File: config.mk
export PLATFORM = sky130hd
export DESIGN_NAME = png_text_chunk_inserter
export DESIGN_NICKNAME = d
export VERILOG_FILES = /design/src/rtl/ptci_pkg.sv /design/src/rtl/ptci_front.sv /design/src/rtl/ptci_queue.sv /design/src/rtl/ptci_back.sv /design/src/rtl/png_text_chunk_inserter.sv
export VERILOG_INCLUDE_DIRS = /design/src /design/src/rtl
export SDC_FILE = /design/constraint.sdc
export NUM_CORES = 1
export LEC_CHECK = 0
export BUFFER_PORTS_ARGS = -buffer_cell sky130_fd_sc_hd__buf_2
export CELL_PAD_IN_SITES_DETAIL_PLACEMENT = 0
export CELL_PAD_IN_SITES_GLOBAL_PLACEMENT = 1
export CORE_MARGIN = 3
export CORE_UTILIZATION = 30
export CTS_CLUSTER_SIZE = 12
export DETAILED_ROUTE_END_ITERATION = 16
export GPL_TIMING_DRIVEN = 0
export PLACE_DENSITY = 0.58
export SLEW_MARGIN = 30
export SYNTH_ARGS = -nofsm -noshare
export SYNTH_HDL_FRONTEND = slang
export SYNTH_HIERARCHICAL = 1
export SYNTH_SLANG_ARGS = --single-unit
File: constraint.sdc
create_clock -name clk -period 5.95 [get_ports clk]
set_input_delay 1.19 -clock clk [delete_from_list [all_inputs] [get_ports clk]]
set_output_delay 1.19 -clock clk [all_outputs]
set_load 0.01 [all_outputs]
File: src/rtl/png_text_chunk_inserter_defines.svh
// ---------------------------------------------------------------------------
// png_text_chunk_inserter_defines.svh
// Assertion macros shared by the tEXt chunk inserter RTL.
// ---------------------------------------------------------------------------
`ifndef PNG_TEXT_CHUNK_INSERTER_DEFINES_SVH
`define PNG_TEXT_CHUNK_INSERTER_DEFINES_SVH

// Same-cycle implication, sampled on clk, off while in reset.
`define PTCI_ASSERT_IMPL(label, ante, cons, msg) \
  label: assert property (@(posedge clk) disable iff (!rst_n) (ante) |-> (cons)) \
    else $error(msg);

// Next-cycle implication, sampled on clk, off while in reset.
`define PTCI_ASSERT_NEXT(label, ante, cons, msg) \
  label: assert property (@(posedge clk) disable iff (!rst_n) (ante) |=> (cons)) \
    else $error(msg);

`endif

File: src/rtl/ptci_pkg.sv
`timescale 1ns / 1ps
// ---------------------------------------------------------------------------
// ptci_pkg
// Types, constants and CRC helper for the PNG tEXt chunk inserter.
// ---------------------------------------------------------------------------
package ptci_pkg;

  localparam int INSERT_OFFSET = 33;
  localparam int LENGTH_WIDTH  = 24;
  localparam int POS_WIDTH     = LENGTH_WIDTH + 1;
  localparam int CMP_WIDTH     = LENGTH_WIDTH + 2;

  localparam int QUEUE_DEPTH = 4;
  localparam int QPTR_W      = $clog2(QUEUE_DEPTH);
  localparam int QCNT_W      = $clog2(QUEUE_DEPTH + 1);

  localparam logic [31:0] CRC_POLY   = 32'hEDB88320;
  localparam logic [31:0] CRC_ONES   = 32'hFFFFFFFF;
  // "tEXt", first byte in the top lane
  localparam logic [31:0] CHUNK_TYPE = 32'h74455874;

  typedef enum logic [1:0] {
    PH_HEADER,
    PH_TEXT,
    PH_TAIL,
    PH_DONE
  } phase_t;

  typedef enum logic [1:0] {
    CMD_PASS,      // one byte
    CMD_HDR_END,   // byte, length word, chunk type
    CMD_TEXT_END   // byte, CRC word
  } cmd_kind_t;

  typedef enum logic {
    REG_THUMB_LENGTH,
    REG_TEXT_LENGTH
  } reg_idx_t;

  typedef struct packed {
    cmd_kind_t   kind;
    logic [7:0]  data;
    logic        img_last;
    logic [31:0] word;
  } cmd_t;

  localparam logic [3:0] LAST_IDX_PASS     = 4'd0;
  localparam logic [3:0] LAST_IDX_HDR_END  = 4'd8;
  localparam logic [3:0] LAST_IDX_TEXT_END = 4'd4;

  // Reflected CRC-32, one byte, bitwise unrolled.
  function automatic logic [31:0] crc_byte(input logic [31:0] crc_in,
                                           input logic [7:0]  b);
    logic [31:0] c;
    c = crc_in ^ {24'h0, b};
    for (int k = 0; k < 8; k++) begin
      c = c[0] ? (CRC_POLY ^ (c >> 1)) : (c >> 1);
    end
    return c;
  endfunction

  // Register value after the chunk type bytes went through a fresh CRC.
  localparam logic [31:0] CRC_AFTER_TYPE =
    crc_byte(crc_byte(crc_byte(crc_byte(CRC_ONES, CHUNK_TYPE[31:24]),
                               CHUNK_TYPE[23:16]), CHUNK_TYPE[15:8]),
             CHUNK_TYPE[7:0]);

  function automatic logic [3:0] last_idx(input cmd_kind_t kind);
    logic [3:0] r;
    unique case (kind)
      CMD_HDR_END:  r = LAST_IDX_HDR_END;
      CMD_TEXT_END: r = LAST_IDX_TEXT_END;
      default:      r = LAST_IDX_PASS;
    endcase
    return r;
  endfunction

endpackage

File: src/rtl/ptci_front.sv
`timescale 1ns / 1ps
// ---------------------------------------------------------------------------
// ptci_front
// Tracks position, phase, CRC; makes a command of each beat before stream end.
// ---------------------------------------------------------------------------
module ptci_front (
  input  logic                                   clk,
  input  logic                                   rst_n,
  input  logic                                   restart,
  input  logic [ptci_pkg::LENGTH_WIDTH-1:0]      thumb_len,
  input  logic [ptci_pkg::LENGTH_WIDTH-1:0]      text_len,
  input  logic                                   in_accept,
  input  logic [7:0]                             in_byte,
  output logic                                   push,
  output ptci_pkg::cmd_t                         push_cmd
);
  import ptci_pkg::*;

  phase_t                 phase_r, phase_nxt;
  logic [POS_WIDTH-1:0]   pos_r, pos_nxt;
  logic [31:0]            crc_r, crc_nxt;

  logic                   active;
  logic [CMP_WIDTH-1:0]   pos1, thumb_w, text_w;
  logic                   past_thumb, hdr_end, text_end, tail_end;
  logic [31:0]            crc_upd;

  assign thumb_w    = CMP_WIDTH'(thumb_len);
  assign text_w     = CMP_WIDTH'(text_len);
  assign active     = (text_len != '0) && (thumb_w > CMP_WIDTH'(INSERT_OFFSET));
  assign pos1       = CMP_WIDTH'(pos_r) + CMP_WIDTH'(1);
  assign past_thumb = CMP_WIDTH'(pos_r) >= thumb_w;
  assign hdr_end    = pos1 >= CMP_WIDTH'(INSERT_OFFSET);
  assign text_end   = pos1 >= (CMP_WIDTH'(INSERT_OFFSET) + text_w);
  assign tail_end   = pos1 >= (thumb_w + text_w);
  assign crc_upd    = crc_byte(crc_r, in_byte);

  // Next phase
  always_comb begin
    phase_nxt = phase_r;
    if (in_accept) begin
      if (!active) begin
        if (phase_r != PH_DONE && (past_thumb || pos1 == thumb_w)) begin
          phase_nxt = PH_DONE;
        end
      end else begin
        unique case (phase_r)
          PH_HEADER: if (hdr_end) phase_nxt = PH_TEXT;
          PH_TEXT:   if (text_end) phase_nxt = PH_TAIL;
          PH_TAIL:   if (tail_end) phase_nxt = PH_DONE;
          default:   phase_nxt = PH_DONE;
        endcase
      end
    end
  end

  // Commands, position and CRC
  always_comb begin
    push              = 1'b0;
    push_cmd.kind     = CMD_PASS;
    push_cmd.data     = in_byte;
    push_cmd.img_last = 1'b0;
    push_cmd.word     = 32'(text_len);
    pos_nxt           = pos_r;
    crc_nxt           = crc_r;
    if (in_accept && phase_r != PH_DONE) begin
      if (!active) begin
        if (!past_thumb) begin
          push              = 1'b1;
          push_cmd.img_last = (pos1 == thumb_w);
          pos_nxt           = pos_r + POS_WIDTH'(1);
        end
      end else begin
        push    = 1'b1;
        pos_nxt = pos_r + POS_WIDTH'(1);
        unique case (phase_r)
          PH_HEADER: begin
            if (hdr_end) begin
              push_cmd.kind = CMD_HDR_END;
              crc_nxt       = CRC_AFTER_TYPE;
            end
          end
          PH_TEXT: begin
            crc_nxt = crc_upd;
            if (text_end) begin
              push_cmd.kind = CMD_TEXT_END;
              push_cmd.word = crc_upd ^ CRC_ONES;
            end
          end
          default: push_cmd.img_last = tail_end;
        endcase
      end
    end
  end

  always_ff @(posedge clk) begin
    if (!rst_n || restart) begin
      phase_r <= PH_HEADER;
      pos_r   <= '0;
      crc_r   <= CRC_ONES;
    end else begin
      phase_r <= phase_nxt;
      pos_r   <= pos_nxt;
      crc_r   <= crc_nxt;
    end
  end

endmodule

File: src/rtl/ptci_queue.sv
`timescale 1ns / 1ps
// ---------------------------------------------------------------------------
// ptci_queue
// Short command queue between the front and the byte emitter.
// ---------------------------------------------------------------------------
`include "png_text_chunk_inserter_defines.svh"

module ptci_queue (
  input  logic            clk,
  input  logic            rst_n,
  input  logic            push,
  input  ptci_pkg::cmd_t  push_cmd,
  input  logic            pop,
  output ptci_pkg::cmd_t  head,
  output logic            empty,
  output logic            full
);
  import ptci_pkg::*;

  cmd_t               mem_r [QUEUE_DEPTH];
  logic [QPTR_W-1:0]  wr_ptr_r, rd_ptr_r;
  logic [QCNT_W-1:0]  count_r, count_nxt;

  assign empty = (count_r == '0);
  assign full  = (count_r == QCNT_W'(QUEUE_DEPTH));
  assign head  = mem_r[rd_ptr_r];

  always_comb begin
    count_nxt = count_r;
    priority if (push && !pop) begin
      count_nxt = count_r + QCNT_W'(1);
    end else if (pop && !push) begin
      count_nxt = count_r - QCNT_W'(1);
    end
  end

  always_ff @(posedge clk) begin
    if (push) begin
      mem_r[wr_ptr_r] <= push_cmd;
    end
  end

  always_ff @(posedge clk) begin
    if (!rst_n) begin
      wr_ptr_r <= '0;
      rd_ptr_r <= '0;
      count_r  <= '0;
    end else begin
      if (push) wr_ptr_r <= wr_ptr_r + QPTR_W'(1);
      if (pop)  rd_ptr_r <= rd_ptr_r + QPTR_W'(1);
      count_r <= count_nxt;
    end
  end

  `PTCI_ASSERT_IMPL(a_no_push_full, push, !full || pop, "queue overflow")
  `PTCI_ASSERT_IMPL(a_no_pop_empty, pop, !empty, "queue underflow")
  `PTCI_ASSERT_NEXT(a_count_up, push && !pop, count_r == $past(count_r) + 1'b1, "count mismatch")

endmodule

File: src/rtl/ptci_back.sv
`timescale 1ns / 1ps
// ---------------------------------------------------------------------------
// ptci_back
// Expands queued commands into output bytes, one per cycle when not stalled.
// ---------------------------------------------------------------------------
`include "png_text_chunk_inserter_defines.svh"

module ptci_back (
  input  logic            clk,
  input  logic            rst_n,
  input  ptci_pkg::cmd_t  head,
  input  logic            empty,
  output logic            pop,
  output logic            out_valid,
  input  logic            out_stall,
  output logic [7:0]      out_byte,
  output logic            out_run_last,
  output logic            out_image_last
);
  import ptci_pkg::*;

  logic [3:0] idx_r;
  logic       valid_r;
  logic [7:0] byte_r;
  logic       run_last_r, img_last_r;

  logic       load, last;
  logic [7:0] sel_byte;

  assign load = !empty && (!valid_r || !out_stall);
  assign last = (idx_r == last_idx(head.kind));
  assign pop  = load && last;

  // Beat order: passed byte, then 32-bit word MSB first, then chunk type.
  always_comb begin
    unique case (idx_r)
      4'd0:    sel_byte = head.data;
      4'd1:    sel_byte = head.word[31:24];
      4'd2:    sel_byte = head.word[23:16];
      4'd3:    sel_byte = head.word[15:8];
      4'd4:    sel_byte = head.word[7:0];
      4'd5:    sel_byte = CHUNK_TYPE[31:24];
      4'd6:    sel_byte = CHUNK_TYPE[23:16];
      4'd7:    sel_byte = CHUNK_TYPE[15:8];
      default: sel_byte = CHUNK_TYPE[7:0];
    endcase
  end

  always_ff @(posedge clk) begin
    if (!rst_n) begin
      valid_r <= 1'b0;
      idx_r   <= '0;
    end else begin
      if (load) begin
        valid_r <= 1'b1;
        idx_r   <= last ? 4'd0 : idx_r + 4'd1;
      end else if (!out_stall) begin
        valid_r <= 1'b0;
      end
    end
  end

  always_ff @(posedge clk) begin
    if (load) begin
      byte_r     <= sel_byte;
      run_last_r <= last;
      img_last_r <= last && head.img_last;
    end
  end

  assign out_valid      = valid_r;
  assign out_byte       = byte_r;
  assign out_run_last   = run_last_r;
  assign out_image_last = img_last_r;

  `PTCI_ASSERT_IMPL(a_img_ends_run, valid_r && img_last_r, run_last_r, "image end mid run")
  `PTCI_ASSERT_IMPL(a_idx_in_burst, idx_r != 4'd0, !empty && idx_r <= last_idx(head.kind), "burst index out of range")

endmodule

File: src/rtl/png_text_chunk_inserter.sv
`timescale 1ns / 1ps
// ---------------------------------------------------------------------------
// png_text_chunk_inserter
// Inserts a tEXt chunk (length, type, text, CRC-32) into a PNG byte stream.
// ---------------------------------------------------------------------------
// Feed the 33 signature/IHDR bytes, then the text bytes, then the rest of the
// thumbnail, one byte per beat. Plain bytes go through at one per cycle unless
// the output stalls. The output port is the limit: the beat that ends the
// header leaves as nine output beats (byte, length word, "tEXt") and the last
// text beat as five (byte, CRC word); a four-entry command queue keeps taking
// input while those bursts drain. Writing either length register restarts
// the stream; write registers only while no beat is in flight.
module png_text_chunk_inserter (
  input  logic        clk,
  input  logic        rst_n,
  input  logic        in_valid,
  output logic        in_stall,
  input  logic [7:0]  in_data_byte,
  output logic        out_valid,
  input  logic        out_stall,
  output logic [7:0]  out_out_byte,
  output logic        out_run_last,
  output logic        out_image_last,
  input  logic        cfg_psel,
  input  logic        cfg_penable,
  input  logic        cfg_pwrite,
  input  logic [2:0]  cfg_paddr,
  input  logic [31:0] cfg_pwdata,
  output logic [31:0] cfg_prdata,
  output logic        cfg_pready
);
  import ptci_pkg::*;

  logic [LENGTH_WIDTH-1:0] thumb_len_r, text_len_r;
  logic                    cfg_wr;
  reg_idx_t                cfg_idx;

  logic  push, pop, q_empty, q_full, in_accept;
  cmd_t  push_cmd, head;

  assign cfg_pready = 1'b1;
  assign cfg_idx    = reg_idx_t'(cfg_paddr[2]);
  assign cfg_wr     = cfg_psel && cfg_penable && cfg_pwrite && cfg_pready;

  always_ff @(posedge clk) begin
    if (!rst_n) begin
      thumb_len_r <= '0;
      text_len_r  <= '0;
    end else if (cfg_wr) begin
      unique case (cfg_idx)
        REG_THUMB_LENGTH: thumb_len_r <= cfg_pwdata[LENGTH_WIDTH-1:0];
        default:          text_len_r  <= cfg_pwdata[LENGTH_WIDTH-1:0];
      endcase
    end
  end

  always_comb begin
    unique case (cfg_idx)
      REG_THUMB_LENGTH: cfg_prdata = 32'(thumb_len_r);
      default:          cfg_prdata = 32'(text_len_r);
    endcase
  end

  assign in_stall  = q_full;
  assign in_accept = in_valid && !in_stall;

  ptci_front u_front (
    .clk       (clk),
    .rst_n     (rst_n),
    .restart   (cfg_wr),
    .thumb_len (thumb_len_r),
    .text_len  (text_len_r),
    .in_accept (in_accept),
    .in_byte   (in_data_byte),
    .push      (push),
    .push_cmd  (push_cmd)
  );

  ptci_queue u_queue (
    .clk      (clk),
    .rst_n    (rst_n),
    .push     (push),
    .push_cmd (push_cmd),
    .pop      (pop),
    .head     (head),
    .empty    (q_empty),
    .full     (q_full)
  );

  ptci_back u_back (
    .clk            (clk),
    .rst_n          (rst_n),
    .head           (head),
    .empty          (q_empty),
    .pop            (pop),
    .out_valid      (out_valid),
    .out_stall      (out_stall),
    .out_byte       (out_out_byte),
    .out_run_last   (out_run_last),
    .out_image_last (out_image_last)
  );

endmodule

# Word-level counts from Yosys, hierarchy flattened
# Memories as Yosys holds them, arrays and structs flattened. A register that Yosys moved wholly into a read port is not among the register bits.
# Index checks and enable logic that the tools add are counted.
# totals
regBits	129
ramBits	172
input_bits	50
mem_count	1
# memory_table
memory	depth	word_bits	rd	rd_ports_with_merged_regs	write_ports	line	rtl
u_queue.mem_r	4	43	1	1	1	ptci_queue.sv:20	cmd_t mem_r [QUEUE_DEPTH];
# op_classes
addsub	9
magnitude_cmp	5
eq_ne	20
n_mux	45
bitwise_logic	11
n_reduce_logical	34
# op_table
op	n
32-bit two-way mux	12
13-bit inverter with 14-bit output	8
32-bit one-hot mux with 2 select lines	1
8-bit one-hot mux with 7 select lines	1
26-bit greater-or-equal comparator	2
25-bit two-way mux	2
33-bit two-way mux	1
32-bit inverter	1
32-bit by 8-bit bitwise XOR with 32-bit output	1
25-bit by 1-bit adder with 26-bit output, second input constant	1
26-bit by 24-bit == test with 1-bit output	1
26-bit by 6-bit greater-or-equal comparator with 1-bit output, second input constant	1
24-bit by 24-bit adder with 25-bit output	1
25-bit by 1-bit adder with 25-bit output, second input constant	1
6-bit by 24-bit adder with 25-bit output, first input constant	1
25-bit by 24-bit greater-or-equal comparator with 1-bit output	1
24-bit by 6-bit greater-than comparator with 1-bit output, second input constant	1
24-bit two-way mux	1
24-bit nonzero test	1
2-bit two-way mux	10
4-bit by 3-bit == test with 1-bit output, second input constant	3
1-bit logical AND	11
1-bit two-way mux	11
3-bit inequality test, second input constant	3
28 further kinds	47

# Depth between registers and ports, before layout
# depth
word_depth	22
depth_mapped	21
ltp_nobuf	21

# Hierarchy
# The synthesis kept the hierarchy.
# modules_own_cells
mod	n_inst	cells_per_inst	area_each_um2	seq_area_each_um2
ptci_front	1	988	7952.6	1181.1
ptci_queue	1	268	6705.2	5345.1
png_text_chunk_inserter	1	223	2200.9	960.9
ptci_back	1	99	925.9	400.4

# Worst setup path after synthesis
# OpenSTA, ideal clock, no wires.
# synth_timing
kind	reg2reg
from	register text_len_r[0]
to	memory u_queue/mem_r[0][32] (netlist bit) (data pin)
setup_ns	0.263
arrival_time_ns	3.998
required_time_ns	5.687
slack_ns	1.690
path_stages_with_launch	22
period_less_slack_ns	4.260
cell_sequence	dfxtp_1 -> ha_1 -> inv_1 -> fa_1 -> nor2b_1 -> o31a_1 -> o311ai_0 -> a31oi_1 -> a211o_1 -> a21oi_1 -> o21bai_1 -> a21oi_1 -> xor2_1 -> ha_1 -> a21o_1 -> a21o_1 -> a21oi_1 -> o21ai_0 -> a2111oi_0 -> nor3_1 -> a31oi_1 -> nor2_1
# synth_lines
item	line	rtl
start, declared	png_text_chunk_inserter.sv:34	logic [LENGTH_WIDTH-1:0] thumb_len_r, text_len_r;
start signal, assigned	png_text_chunk_inserter.sv:52	default: text_len_r <= cfg_pwdata[LENGTH_WIDTH-1:0];
end, declared	ptci_queue.sv:20	

==> impl_metrics.json <==
{
  "route.detailed.drc": 0,
  "yosys_warnings": 6,
  "cts_max_level": 2,
  "clock-skew-final_ns": 0.0162,
  "p_int_mw": 4.29,
  "clock_sinks": 303,
  "grt_pass1_wl_mm": 83.3,
  "synth-seq-cells": 303,
  "antenna_cells": 0,
  "power.clock.fraction": 0.355,
  "cts_root_buffer": "clkbuf_16",
  "design.die.area_mm2": 0.0622,
  "die_w_um": 249,
  "numCtsBuffers": 36,
  "setup_violations": 0,
  "utilization": 0.351,
  "fin_ws_ns": 0.368,
  "fin_cells": 2493,
  "cp.arrival_ns": 5.88,
  "hold_class": "flop to flop",
  "seqPwrFrac": 0.417,
  "place_congestion": 0.861,
  "grt_pass1_vias": 13100,
  "viasPerCell": 5.19,
  "top_usage_layer": "met2",
  "clk-insertion-delay-late_ns": 0.54,
  "grt_max_degree": 36,
  "grtUsageMet2": 0.273,
  "syn_inst": 1578,
  "critical_path.max_fanout": 8,
  "status": "complete, no violations",
  "switching_share": 0.295,
  "dpl.hpwl_mm": 42.5,
  "critPathKind": "flop to flop",
  "postCtsHoldBufs": 0,
  "p_sw_mw": 1.79,
  "antenna_found_initial": 0,
  "final_cell_mix": "182 x edfxtp_1, 143 x nand2_1, 121 x dfxtp_1, 111 x ha_1, 108 x xnor2_1",
  "synth.distinct_cells": 85,
  "drv_slew": 0,
  "synth_top_flop_cell": "edfxtp_1",
  "comb_power_share": 0.228,
  "whs_ns": 0.468,
  "vias": 12900,
  "crit_path_end_kind": "flop",
  "io_buffer_count": 74,
  "slew_headroom": 0.387,
  "syn_avg_cell_area_um2": 11.3,
  "cap_viol_max_count": 0,
  "ir_drop_mv": 0.162,
  "nets": 1865,
  "tns_ns": 0,
  "ys_seq_area_frac": 0.444,
  "finalCriticalPeriod_ns": 5.58,
  "cts_tree": "built",
  "drive_above_1_share": 0.174,
  "drt_wl_total_mm": 55.7,
  "power_density_mw_per_mm2": 298,
  "antenna_left": 0,
  "p_leak_nw": 7.90,
  "tightest_slew_ns": 0.914,
  "clockBufferDepth": 3,
  "clk_pin_slew_ns": 0.06,
  "start_util": 0.306,
  "pre_cts_ws_ns": 0.222,
  "coreArea_mm2": 0.0581,
  "hold_viol": 0,
  "grt_overflow_total": 0,
  "start_kind": "flop",
  "min_period_over_period": 0.938,
  "synth_area_mm2": 0.0178,
  "final_common_cell": "edfxtp_1",
  "dpl.cell_count": 2428,
  "first_pass_iters": 5,
  "r2r_cells": 20,
  "max_freq_mhz": 179,
  "use_met1": 0.257,
  "track_usage": 0.176,
  "whs_path_depth": 2,
  "area_delta_synth_final_pct": 14.8,
  "drt_iter0_markers": 914,
  "worstPathRequired_ns": 6.24,
  "die_height_um": 249,
  "rsz0062_at_grt": "no",
  "ioPinCount": 95,
  "routedWlPerCell_um": 22.3,
  "synth_edf_count": 182,
  "async_flop_share": 0,
  "rows": 88,
  "use_met3": 0.0273
}
Yosys cell counts (14+ instances only):
cell type | instances | share of area
a211oi_1 | 14 | 0.0059
a21o_1 | 21 | 0.0089
a21oi_1 | 61 | 0.017
a2bb2oi_1 | 19 | 0.0094
and2_1 | 14 | 0.0049
and3_1 | 15 | 0.0053
buf_2 | 24 | 0.0068
buf_4 | 21 | 0.0089
clkbuf_1 | 31 | 0.0065
dfxtp_1 | 121 | 0.14
edfxtp_1 | 182 | 0.31
ha_1 | 111 | 0.078
inv_1 | 65 | 0.014
mux2_2 | 48 | 0.030
mux2i_1 | 52 | 0.029
mux4_2 | 40 | 0.051
nand2_1 | 143 | 0.030
nand3_1 | 54 | 0.015
nand4_1 | 26 | 0.0091
nor2_1 | 67 | 0.014
nor2b_1 | 15 | 0.0053
nor3_1 | 21 | 0.0059
nor4_1 | 17 | 0.0060
o21ai_0 | 24 | 0.0068
xnor2_1 | 108 | 0.053
xor2_1 | 77 | 0.038
logic make-up after synthesis:
logic type / after synthesis / share of synthesized area
adders and majority gates: 113 / 0.0803
other: 2 / 0.000422
buffers and inverters: 156 / 0.0461
DFF: 303 / 0.444
AOI/OAI and AO/OA: 249 / 0.0983
muxes: 143 / 0.115
and+or+nand+nor: 427 / 0.126
xor gates and xnor gates: 185 / 0.0911
critical path, stage by stage (launching register included):
cell       delay, ns
dfxtp_1         0.48
ha_1            0.31
inv_1           0.07
fa_1            0.20
nor2b_1         0.07
o31a_1          0.28
o311ai_1        0.47
a31oi_1         0.32
a211o_1         0.35
a21oi_1         0.38
o21ai_0         0.23
a21o_1          0.22
a21oi_1         0.16
ha_1            0.16
nand3_1         0.13
or4_1           0.43
a31oi_1         0.31
a2111oi_0       0.16
nor3_1          0.16
a31oi_1         0.06
nor2_1          0.37
layer usage:
metal  up-vias  part of all wire
li1       6100                 -
met4         0             0.023
met2       377              0.44
met3        71             0.052
met5         -                 0
met1      6383              0.48
through the flow:
step / cell area (µm²) / total power [mW]
after floorplan: 17800 / 3.45
after global placement: 19100 / 3.94
after detailed placement: 19300 / 3.97
after CTS: 20400 / 6.15
after global routing: 20400 / 6.36
final: 20400 / 6.08
power groups by stage:
stage | Clock (mW) | Combinational, mW | Sequential (mW)
floorplan | 0 | 0.878 | 2.57
global placement | 0 | 1.36 | 2.58
detailed placement | 0 | 1.39 | 2.58
CTS | 2.22 | 1.39 | 2.54
global route | 2.31 | 1.50 | 2.55
finish | 2.16 | 1.39 | 2.53
cell type report:
| type | instances | area [µm²] |
|---|---|---|
| inverters | 65 | 244 |
| well taps | 765 | 957 |
| flip-flops and latches | 303 | 7890 |
| clock buffers | 45 | 935 |
| fillers | 5861 | 37700 |
| multi-input cells | 1126 | 9130 |
| repair buffers | 79 | 470 |
| clock inverters | 19 | 213 |
| plain buffers | 91 | 576 |
path summary, 6_finish.rpt:
check / startpoint / endpoint / slack (ns)
max: text_len_r[0] / u_queue/mem_r[1][32] / 0.37
min reg2reg: u_back/out_valid / u_back/out_valid / 0.47
min: u_back/out_valid / u_back/out_valid / 0.47
max reg2reg: text_len_r[0] / u_queue/mem_r[1][32] / 0.37
sequential cells by signal (all words and copies together) (netlist names), 3 cells and up, named ones only:
register	cells
text_len_r	24
thumb_len_r	24
u_back/idx_r	4
u_back/out_byte	8
u_front/crc_r	32
u_front/pos_r	25
u_queue/count_r	3
u_queue/mem_r	172
what timing repair did:
item	in CTS	in global routing
resized for setup	0	1
buffers inserted	0	0
endpoints found under the setup margin	0	5
Note: power is estimated with default switching activity, not from simulation.
